<file path="src/rtl/mbem_pkg.sv">
// mbem_pkg: shared constants, types and crc helper of the energy meter responder
// used by mbem_ctrl, mbem_dpath and modbus_energy_meter_responder
// no dependencies
`timescale 1ns / 1ps

package mbem_pkg;

  // input item kinds carried on in_tuser
  localparam logic [1:0] OP_RX_BYTE = 2'd0;
  localparam logic [1:0] OP_TICK    = 2'd1;
  localparam logic [1:0] OP_SEED    = 2'd2;

  // protocol constants
  localparam logic [15:0] CRC_INIT       = 16'hFFFF;
  localparam logic [15:0] CRC_POLY       = 16'hA001;
  localparam logic [7:0]  FUNC_READ_INPUT = 8'h04;
  localparam logic [7:0]  REPLY_DATA_LEN  = 8'h14;
  localparam logic [4:0]  REPLY_LAST_IDX  = 5'd24;
  localparam logic [2:0]  REQ_LAST_IDX    = 3'd7;
  localparam logic [2:0]  REQ_CRC_LAST    = 3'd5;

  // energy integration
  localparam logic [27:0] MWS_PER_WH     = 28'd3600000;
  localparam logic [31:0] ENERGY_SEED_RST = 32'd100;

  // field widths of the input item
  localparam int VOLT_W = 12;
  localparam int CURR_W = 17;
  localparam int PWR_W  = 20;
  localparam int FREQ_W = 10;
  localparam int PF_W   = 7;
  localparam int IN_DATA_W = 80;

  // commands from controller to datapath
  typedef struct packed {
    logic rx_en;
    logic tick_en;
    logic seed_en;
    logic acc_load;
    logic div_step;
    logic div_finish;
    logic reply_start;
    logic reply_load;
  } cmd_t;

  // status from datapath to controller
  typedef struct packed {
    logic last_req_byte;
    logic frame_ok;
    logic div_more;
    logic reply_last;
    logic out_free;
  } status_t;

  // one byte of reflected crc-16, lsb first
  function automatic logic [15:0] crc16_byte(input logic [15:0] crc_in,
                                             input logic [7:0] data);
    logic [15:0] c;
    c = crc_in ^ {8'h00, data};
    for (int b = 0; b < 8; b++) begin
      if (c[0]) begin
        c = (c >> 1) ^ CRC_POLY;
      end else begin
        c = c >> 1;
      end
    end
    return c;
  endfunction

endpackage

</file>
<file path="src/rtl/mbem_ctrl.sv">
// mbem_ctrl: sequencing state machine of the energy meter responder
// depends on mbem_pkg (cmd_t, status_t, opcodes)
`timescale 1ns / 1ps

module mbem_ctrl (
  input  logic             clk,
  input  logic             rst_n,
  input  logic             in_tvalid,
  input  logic [1:0]       in_opcode,
  output logic             in_tready,
  input  mbem_pkg::status_t st,
  output mbem_pkg::cmd_t   cmd
);

  typedef enum logic [4:0] {
    S_IDLE  = 5'b00001,
    S_ACC   = 5'b00010,
    S_DIV   = 5'b00100,
    S_CHECK = 5'b01000,
    S_REPLY = 5'b10000
  } state_t;

  state_t state_r, state_nxt;

  // state register
  always_ff @(posedge clk) begin
    if (!rst_n) begin
      state_r <= S_IDLE;
    end else begin
      state_r <= state_nxt;
    end
  end

  // next state and commands
  always_comb begin
    state_nxt = state_r;
    cmd       = '0;
    in_tready = 1'b0;
    unique case (state_r)
      S_IDLE: begin
        in_tready = 1'b1;
        if (in_tvalid) begin
          unique case (in_opcode)
            mbem_pkg::OP_RX_BYTE: begin
              cmd.rx_en = 1'b1;
              if (st.last_req_byte) state_nxt = S_CHECK;
            end
            mbem_pkg::OP_TICK: begin
              cmd.tick_en = 1'b1;
              state_nxt   = S_ACC;
            end
            mbem_pkg::OP_SEED: begin
              cmd.seed_en = 1'b1;
            end
            default: begin
            end
          endcase
        end
      end
      S_ACC: begin
        cmd.acc_load = 1'b1;
        state_nxt    = S_DIV;
      end
      S_DIV: begin
        if (st.div_more) begin
          cmd.div_step = 1'b1;
        end else begin
          cmd.div_finish = 1'b1;
          state_nxt      = S_IDLE;
        end
      end
      S_CHECK: begin
        if (st.frame_ok) begin
          cmd.reply_start = 1'b1;
          state_nxt       = S_REPLY;
        end else begin
          state_nxt = S_IDLE;
        end
      end
      S_REPLY: begin
        if (st.out_free) begin
          cmd.reply_load = 1'b1;
          if (st.reply_last) state_nxt = S_IDLE;
        end
      end
      default: begin
        state_nxt = S_IDLE;
      end
    endcase
  end

endmodule

</file>
<file path="src/rtl/mbem_dpath.sv">
// mbem_dpath: request buffer, crc units, energy integrator and reply serializer
// depends on mbem_pkg (cmd_t, status_t, crc16_byte, constants)
`timescale 1ns / 1ps

module mbem_dpath (
  input  logic             clk,
  input  logic             rst_n,
  input  mbem_pkg::cmd_t   cmd,
  output mbem_pkg::status_t st,
  input  logic [7:0]       rx_byte,
  input  logic [mbem_pkg::VOLT_W-1:0] voltage_raw,
  input  logic [mbem_pkg::CURR_W-1:0] current_raw,
  input  logic [mbem_pkg::PWR_W-1:0]  power_raw,
  input  logic [mbem_pkg::FREQ_W-1:0] frequency_raw,
  input  logic [mbem_pkg::PF_W-1:0]   pf_raw,
  input  logic             cfg_wr_en,
  input  logic [31:0]      cfg_wr_data,
  output logic             out_valid,
  output logic [7:0]       out_byte,
  output logic             out_last,
  input  logic             out_ready
);

  // request buffer and receive side
  logic [7:0]  req_r [8];
  logic [2:0]  cnt_r;
  logic [15:0] rcrc_r;
  logic [15:0] rcrc_base;

  // snapshot of the measurement fields for the reply
  logic [mbem_pkg::VOLT_W-1:0] volt_r;
  logic [mbem_pkg::CURR_W-1:0] curr_r;
  logic [mbem_pkg::PWR_W-1:0]  pwr_r;
  logic [mbem_pkg::FREQ_W-1:0] freq_r;
  logic [mbem_pkg::PF_W-1:0]   pf_r;

  // energy integrator
  logic [26:0] prod_r;
  logic [27:0] acc_r;
  logic [21:0] frac_r;
  logic [31:0] wh_r;
  logic [31:0] seed_r;

  // reply serializer
  logic [4:0]  idx_r;
  logic [15:0] tcrc_r;
  logic [7:0]  reply_byte;
  logic        out_valid_r;
  logic [7:0]  out_byte_r;
  logic        out_last_r;

  // seed register
  always_ff @(posedge clk) begin
    if (!rst_n) begin
      seed_r <= mbem_pkg::ENERGY_SEED_RST;
    end else if (cfg_wr_en) begin
      seed_r <= cfg_wr_data;
    end
  end

  // request collection with running crc over the first six bytes
  assign rcrc_base = (cnt_r == 3'd0) ? mbem_pkg::CRC_INIT : rcrc_r;

  always_ff @(posedge clk) begin
    if (!rst_n) begin
      cnt_r <= 3'd0;
    end else if (cmd.rx_en) begin
      cnt_r <= cnt_r + 3'd1;
    end
  end

  always_ff @(posedge clk) begin
    if (cmd.rx_en) begin
      req_r[cnt_r] <= rx_byte;
      volt_r       <= voltage_raw;
      curr_r       <= current_raw;
      pwr_r        <= power_raw;
      freq_r       <= frequency_raw;
      pf_r         <= pf_raw;
      if (cnt_r <= mbem_pkg::REQ_CRC_LAST) begin
        rcrc_r <= mbem_pkg::crc16_byte(rcrc_base, rx_byte);
      end
    end
  end

  // request check
  assign st.last_req_byte = (cnt_r == mbem_pkg::REQ_LAST_IDX);
  assign st.frame_ok = (rcrc_r == {req_r[7], req_r[6]}) &&
                       (req_r[1] == mbem_pkg::FUNC_READ_INPUT) &&
                       (req_r[2] == 8'h00) && (req_r[3] == 8'h00);

  // product register, then fraction add, then one whole Wh per cycle
  always_ff @(posedge clk) begin
    if (cmd.tick_en) begin
      prod_r <= 27'(power_raw * pf_raw);
    end
    if (cmd.acc_load) begin
      acc_r <= 28'(frac_r) + 28'(prod_r);
    end else if (cmd.div_step) begin
      acc_r <= acc_r - mbem_pkg::MWS_PER_WH;
    end
  end

  assign st.div_more = (acc_r >= mbem_pkg::MWS_PER_WH);

  always_ff @(posedge clk) begin
    if (!rst_n) begin
      wh_r   <= 32'd0;
      frac_r <= 22'd0;
    end else if (cmd.seed_en) begin
      wh_r   <= seed_r;
      frac_r <= 22'd0;
    end else if (cmd.div_step) begin
      if (wh_r != 32'hFFFF_FFFF) wh_r <= wh_r + 32'd1;
    end else if (cmd.div_finish) begin
      frac_r <= acc_r[21:0];
    end
  end

  // reply byte selection
  always_comb begin
    case (idx_r)
      5'd0:    reply_byte = req_r[0];
      5'd1:    reply_byte = mbem_pkg::FUNC_READ_INPUT;
      5'd2:    reply_byte = mbem_pkg::REPLY_DATA_LEN;
      5'd3:    reply_byte = {4'd0, volt_r[11:8]};
      5'd4:    reply_byte = volt_r[7:0];
      5'd5:    reply_byte = curr_r[15:8];
      5'd6:    reply_byte = curr_r[7:0];
      5'd7:    reply_byte = 8'h00;
      5'd8:    reply_byte = {7'd0, curr_r[16]};
      5'd9:    reply_byte = pwr_r[15:8];
      5'd10:   reply_byte = pwr_r[7:0];
      5'd11:   reply_byte = 8'h00;
      5'd12:   reply_byte = {4'd0, pwr_r[19:16]};
      5'd13:   reply_byte = wh_r[15:8];
      5'd14:   reply_byte = wh_r[7:0];
      5'd15:   reply_byte = wh_r[31:24];
      5'd16:   reply_byte = wh_r[23:16];
      5'd17:   reply_byte = {6'd0, freq_r[9:8]};
      5'd18:   reply_byte = freq_r[7:0];
      5'd19:   reply_byte = 8'h00;
      5'd20:   reply_byte = {1'b0, pf_r};
      5'd23:   reply_byte = tcrc_r[7:0];
      5'd24:   reply_byte = tcrc_r[15:8];
      default: reply_byte = 8'h00;
    endcase
  end

  // reply index, updated as each byte is loaded, and transmit crc over the bytes before the crc field
  always_ff @(posedge clk) begin
    if (cmd.reply_start) begin
      idx_r  <= 5'd0;
      tcrc_r <= mbem_pkg::CRC_INIT;
    end else if (cmd.reply_load) begin
      idx_r <= idx_r + 5'd1;
      if (idx_r < 5'd23) tcrc_r <= mbem_pkg::crc16_byte(tcrc_r, reply_byte);
    end
  end

  assign st.reply_last = (idx_r == mbem_pkg::REPLY_LAST_IDX);
  assign st.out_free   = !out_valid_r || out_ready;

  // output register
  always_ff @(posedge clk) begin
    if (!rst_n) begin
      out_valid_r <= 1'b0;
    end else if (cmd.reply_load) begin
      out_valid_r <= 1'b1;
    end else if (out_ready) begin
      out_valid_r <= 1'b0;
    end
  end

  always_ff @(posedge clk) begin
    if (cmd.reply_load) begin
      out_byte_r <= reply_byte;
      out_last_r <= (idx_r == mbem_pkg::REPLY_LAST_IDX);
    end
  end

  assign out_valid = out_valid_r;
  assign out_byte  = out_byte_r;
  assign out_last  = out_last_r;

endmodule

</file>
<file path="src/rtl/modbus_energy_meter_responder.sv">
// modbus_energy_meter_responder: top level of the read-input-registers slave
// depends on mbem_pkg, mbem_ctrl and mbem_dpath
//
//   channel  dir  handshake          payload
//   in_      in   tvalid / tready    tuser: opcode, tdata: measurements and rx byte
//   out_     out  tvalid / tready    tdata: tx_byte, tlast: last_byte
//   cfg_     in   wr_en              wr_data: initial_energy_wh
//
// a received byte or a seed is taken in idle; the eighth request byte leads to
// a crc and header check, then the reply loads one byte per cycle, 25 bytes,
// unless out_tready stalls it; a tick registers the product, adds the fraction
// and then adds one whole Wh per step of a subtract loop on 3600000
// in_tready is low while a check, an integration or a reply is in progress
// a stalled out_tready holds the reply byte; synchronous active-low reset
`timescale 1ns / 1ps

module modbus_energy_meter_responder (
  input  logic        clk,
  input  logic        rst_n,
  input  logic        in_tvalid,
  output logic        in_tready,
  // rx_byte[7:0], voltage_raw[19:8], current_raw[36:20], power_raw[56:37],
  // frequency_raw[66:57], pf_raw[73:67], zero fill[79:74]
  input  logic [79:0] in_tdata,
  // opcode[1:0]
  input  logic [1:0]  in_tuser,
  output logic        out_tvalid,
  input  logic        out_tready,
  // tx_byte[7:0]
  output logic [7:0]  out_tdata,
  output logic        out_tlast,
  input  logic        cfg_wr_en,
  input  logic [31:0] cfg_wr_data
);

  mbem_pkg::cmd_t    cmd;
  mbem_pkg::status_t st;

  // controller
  mbem_ctrl u_ctrl (
    .clk       (clk),
    .rst_n     (rst_n),
    .in_tvalid (in_tvalid),
    .in_opcode (in_tuser),
    .in_tready (in_tready),
    .st        (st),
    .cmd       (cmd)
  );

  // datapath
  mbem_dpath u_dpath (
    .clk           (clk),
    .rst_n         (rst_n),
    .cmd           (cmd),
    .st            (st),
    .rx_byte       (in_tdata[7:0]),
    .voltage_raw   (in_tdata[19:8]),
    .current_raw   (in_tdata[36:20]),
    .power_raw     (in_tdata[56:37]),
    .frequency_raw (in_tdata[66:57]),
    .pf_raw        (in_tdata[73:67]),
    .cfg_wr_en     (cfg_wr_en),
    .cfg_wr_data   (cfg_wr_data),
    .out_valid     (out_tvalid),
    .out_byte      (out_tdata),
    .out_last      (out_tlast),
    .out_ready     (out_tready)
  );

endmodule

</file>
<file path="config.mk">
export PLATFORM = sky130hd
export DESIGN_NAME = modbus_energy_meter_responder
export DESIGN_NICKNAME = d
export VERILOG_FILES = /design/src/rtl/mbem_pkg.sv /design/src/rtl/mbem_ctrl.sv /design/src/rtl/mbem_dpath.sv /design/src/rtl/modbus_energy_meter_responder.sv
export SDC_FILE = /design/constraint.sdc
export NUM_CORES = 1
export LEC_CHECK = 0
export BUFFER_PORTS_ARGS = -buffer_cell sky130_fd_sc_hd__buf_4
export CORE_MARGIN = 2
export CORE_UTILIZATION = 35
export CTS_BUF_LIST = sky130_fd_sc_hd__clkbuf_16
export CTS_CLUSTER_DIAMETER = 30
export DETAILED_ROUTE_END_ITERATION = 12
export GPL_ROUTABILITY_DRIVEN = 0
export PLACE_DENSITY_LB_ADDON = 0.05
export SLEW_MARGIN = 30
export SYNTH_ARGS = -nofsm -noshare
export SYNTH_HDL_FRONTEND = slang
export SYNTH_SLANG_ARGS = --single-unit
</file>
<file path="constraint.sdc">
create_clock -name clk -period 8.49 [get_ports clk]
set_input_delay 0.849 -clock clk [delete_from_list [all_inputs] [get_ports clk]]
set_output_delay 0.849 -clock clk [all_outputs]
set_load 0.005 [all_outputs]
</file>
==> metrics.cfg <==
[critical_path]
r2r_slack_ns = 4.65
r2r_end = u_dpath.wh_r[21]$_SDFFE_PN0P_
cp_max_fo = 21
critPathLaunchType = input port
path_class = in -> reg
worstPathArrival_ns = 5.59
cp.required_ns = 8.83
end_kind = flop
r2r_start = u_dpath.acc_r[7]$_DFFE_PP_
ff2ff_path_depth = 10

[placed_design]
port_buffers = 123
dpl.cell_count = 2545
pre_cts_ws_ns = 2.58
hpwlAfterDp_microns = 38800

[sta]
rsz0062_at_grt = false
hold_violations = 0
skew_ns = 0.0462
period_needed_ns = 5.25
setup_violations = 0
fin_setup_tns_ns = 0
max_freq_mhz = 191
maxSlewHeadroom = 0.389
worstMarginPinSlew_ns = 0.916
fin_ws_ns = 3.24
slew_violations = 0
post-route-period-util = 0.618

[yosys]
avgSynthCellArea_sq_um = 10.7
synth.area.top_cells = edfxtp_1 31%, dfxtp_1 12%, fa_1 9.5%
synthFlopType = edfxtp_1
synthArstFlopShare = 0
synth_top_area_frac = 0.307
ys_seq_area_frac = 0.429
syn_area_sq_mm = 0.0190
synth_cell_types = 87
yosys.area.top_type = edfxtp_1
yosys_warnings = 0
synth_enable_flop_cells = 194
yosysMostFrequentCell = edfxtp_1
synth_nets = 2065
syn_inst = 1778
synthTopCellsByCount = 194 x edfxtp_1, 155 x nand2_1, 116 x dfxtp_1, 112 x inv_1, 110 x and2_1
ys_ff_latch = 310

[clocking]
cts_buffers = 85
htreeDepth = 3
clock-sinks = 310
postCtsSetupBuffers = 0
post_cts_resized = 0
clock_latency_ns = 0.62
clk_pin_slew_worst_paths_ns = 0.04
cts_tree = yes
cts_max_path_buffers = 3
cts-root-buf = clkbuf_16
postCtsHoldBufs = 0

[die]
ios = 130
die_width_microns = 237
die_h_microns = 237
placementRows = 85
initial_core_util = 0.353
dieArea_sq_mm = 0.0561
core_sq_mm = 0.0537

[global_route]
grt_max_degree = 73
grt.overflow.total = 0
grt_pass1_wl_microns = 81500
grt_util_all_layers = 0.191
grt_antenna_before_repair = 0
grt_pass1_vias = 13792

[drt]
drt-vias-per-instance = 5.05
drc_errors = 0
wire_per_inst_microns = 19.8
wl_microns = 53400
ant_nets = 0
firstDrtPassIters = 5
via_count = 13658
first_iter_violations = 760

[pwr]
vdd_ir_drop_max_v = 0.000148
p_leak_nw = 9.78
power.density_mw_per_mm2 = 259
p_total_mw = 6.04

[outcome]
outcome = completed

[hold_path]
hold_path_startpoint = in_tdata[32]
hold_depth = 1
hold_class = in -> reg
hold-path-endpoint = u_dpath.curr_r[12]$_DFFE_PP_

[layout]
syn_to_final_growth_pct = 23.0
instances_no_fill = 2704
layout-drive-gt1-share = 0.151
fin_nets = 2223

[flow_run]
drv_cap = 0

sequential cells by signal, indices dropped and copies added, names as in the netlist, 12 cells and up:
register        count
u_dpath.volt_r     12
u_dpath.curr_r     17
u_dpath.pwr_r      20
u_dpath.req_r      48
u_dpath.tcrc_r     16
u_dpath.seed_r     32
u_dpath.acc_r      28
u_dpath.prod_r     27
u_dpath.frac_r     22
u_dpath.rcrc_r     16
u_dpath.wh_r       32
layout make-up:
cell class,count,area (sq um)
fill,5204,30400
clock inverter,71,603
clock buffer,86,2150
timing repair buffer,141,1060
inverter,113,424
sequential,310,8150
tap,696,871
multi-input combinational,1285,10100
antenna,2,5.00
layer usage:
| metal | GRT usage | wire, microns | vias to the layer above |
|---|---|---|---|
| met5 | 0 | 0 | - |
| met2 | 0.289 | 23400 | 297 |
| met3 | 0.0374 | 2460 | 57 |
| met1 | 0.278 | 26700 | 6694 |
| met4 | 0.0541 | 829 | 0 |
| li1 | - | - | 6610 |
stage by stage:
step | util | cell area, sq um | hold WS [ns]
floorplan | - | 19000 | 0.440
global placement | 0.383 | 20600 | 0.455
detailed placement | 0.383 | 20600 | 0.470
CTS | 0.435 | 23300 | 0.372
global route | 0.435 | 23300 | 0.375
finish | 0.435 | 23400 | 0.414
placed cells by master, fill, tap and decap left out, types with 16 or more instances in the layout:
master	n
a21boi_0	16
a21o_1	35
a21oi_1	63
a221oi_1	17
and2_1	110
and3_1	21
buf_4	141
clkbuf_16	86
clkinv_1	18
clkinv_2	16
dfxtp_1	116
edfxtp_1	194
fa_1	90
ha_1	78
inv_1	130
mux2i_1	71
nand2_1	154
nand3_1	25
nor2_1	93
nor2b_1	59
nor3_1	31
o21ai_0	54
xnor2_1	76
xor2_1	55
power breakdown:
group / switching, mW / internal (mW) / leakage (nW)
sequential: 0.0483 / 1.72 / 2.71
combinational: 0.709 / 0.560 / 5.67
clock: 0.959 / 2.04 / 1.41
worst max path at each step:
| stage | to | cells past startpoint | from | slack [ns] |
|---|---|---|---|---|
| after CTS | u_dpath.prod_r[26]$_DFFE_PP_ | 18 | in_tdata[73] | 3.21 |
| after global routing | u_dpath.prod_r[26]$_DFFE_PP_ | 18 | in_tdata[72] | 2.93 |
| after global placement | u_dpath.prod_r[18]$_DFFE_PP_ | 18 | in_tdata[73] | 2.56 |
| after detailed placement | u_dpath.prod_r[18]$_DFFE_PP_ | 18 | in_tdata[73] | 2.58 |
| after floorplan | u_dpath.req_r[2][0]$_DFFE_PP_ | 3 | in_tuser[1] | 0.75 |
| final | u_dpath.prod_r[18]$_DFFE_PP_ | 18 | in_tdata[73] | 3.24 |
cell families (layout without fill, tap and decap cells):
kind of cell,after synthesis,after routing,synth area share
other cells,0,2,0
buf+inv,183,411,0.0405
simple gates,601,601,0.167
compound gates,298,298,0.107
mux,83,83,0.0455
xor+xnor,135,135,0.0643
flops,310,310,0.429
fa+ha+maj,168,168,0.146
critical path, stage by stage:
cell	delay, ns
buf_4	0.19
and2_1	0.18
fa_1	0.53
fa_1	0.52
fa_1	0.54
inv_1	0.05
fa_1	0.52
inv_1	0.04
ha_1	0.36
a211oi_1	0.24
o211ai_1	0.16
a311o_1	0.38
a21o_1	0.21
a21oi_1	0.19
nor2_1	0.07
a211o_1	0.27
a21oi_1	0.17
xnor2_1	0.10
Power figures use the tool's default switching activity.
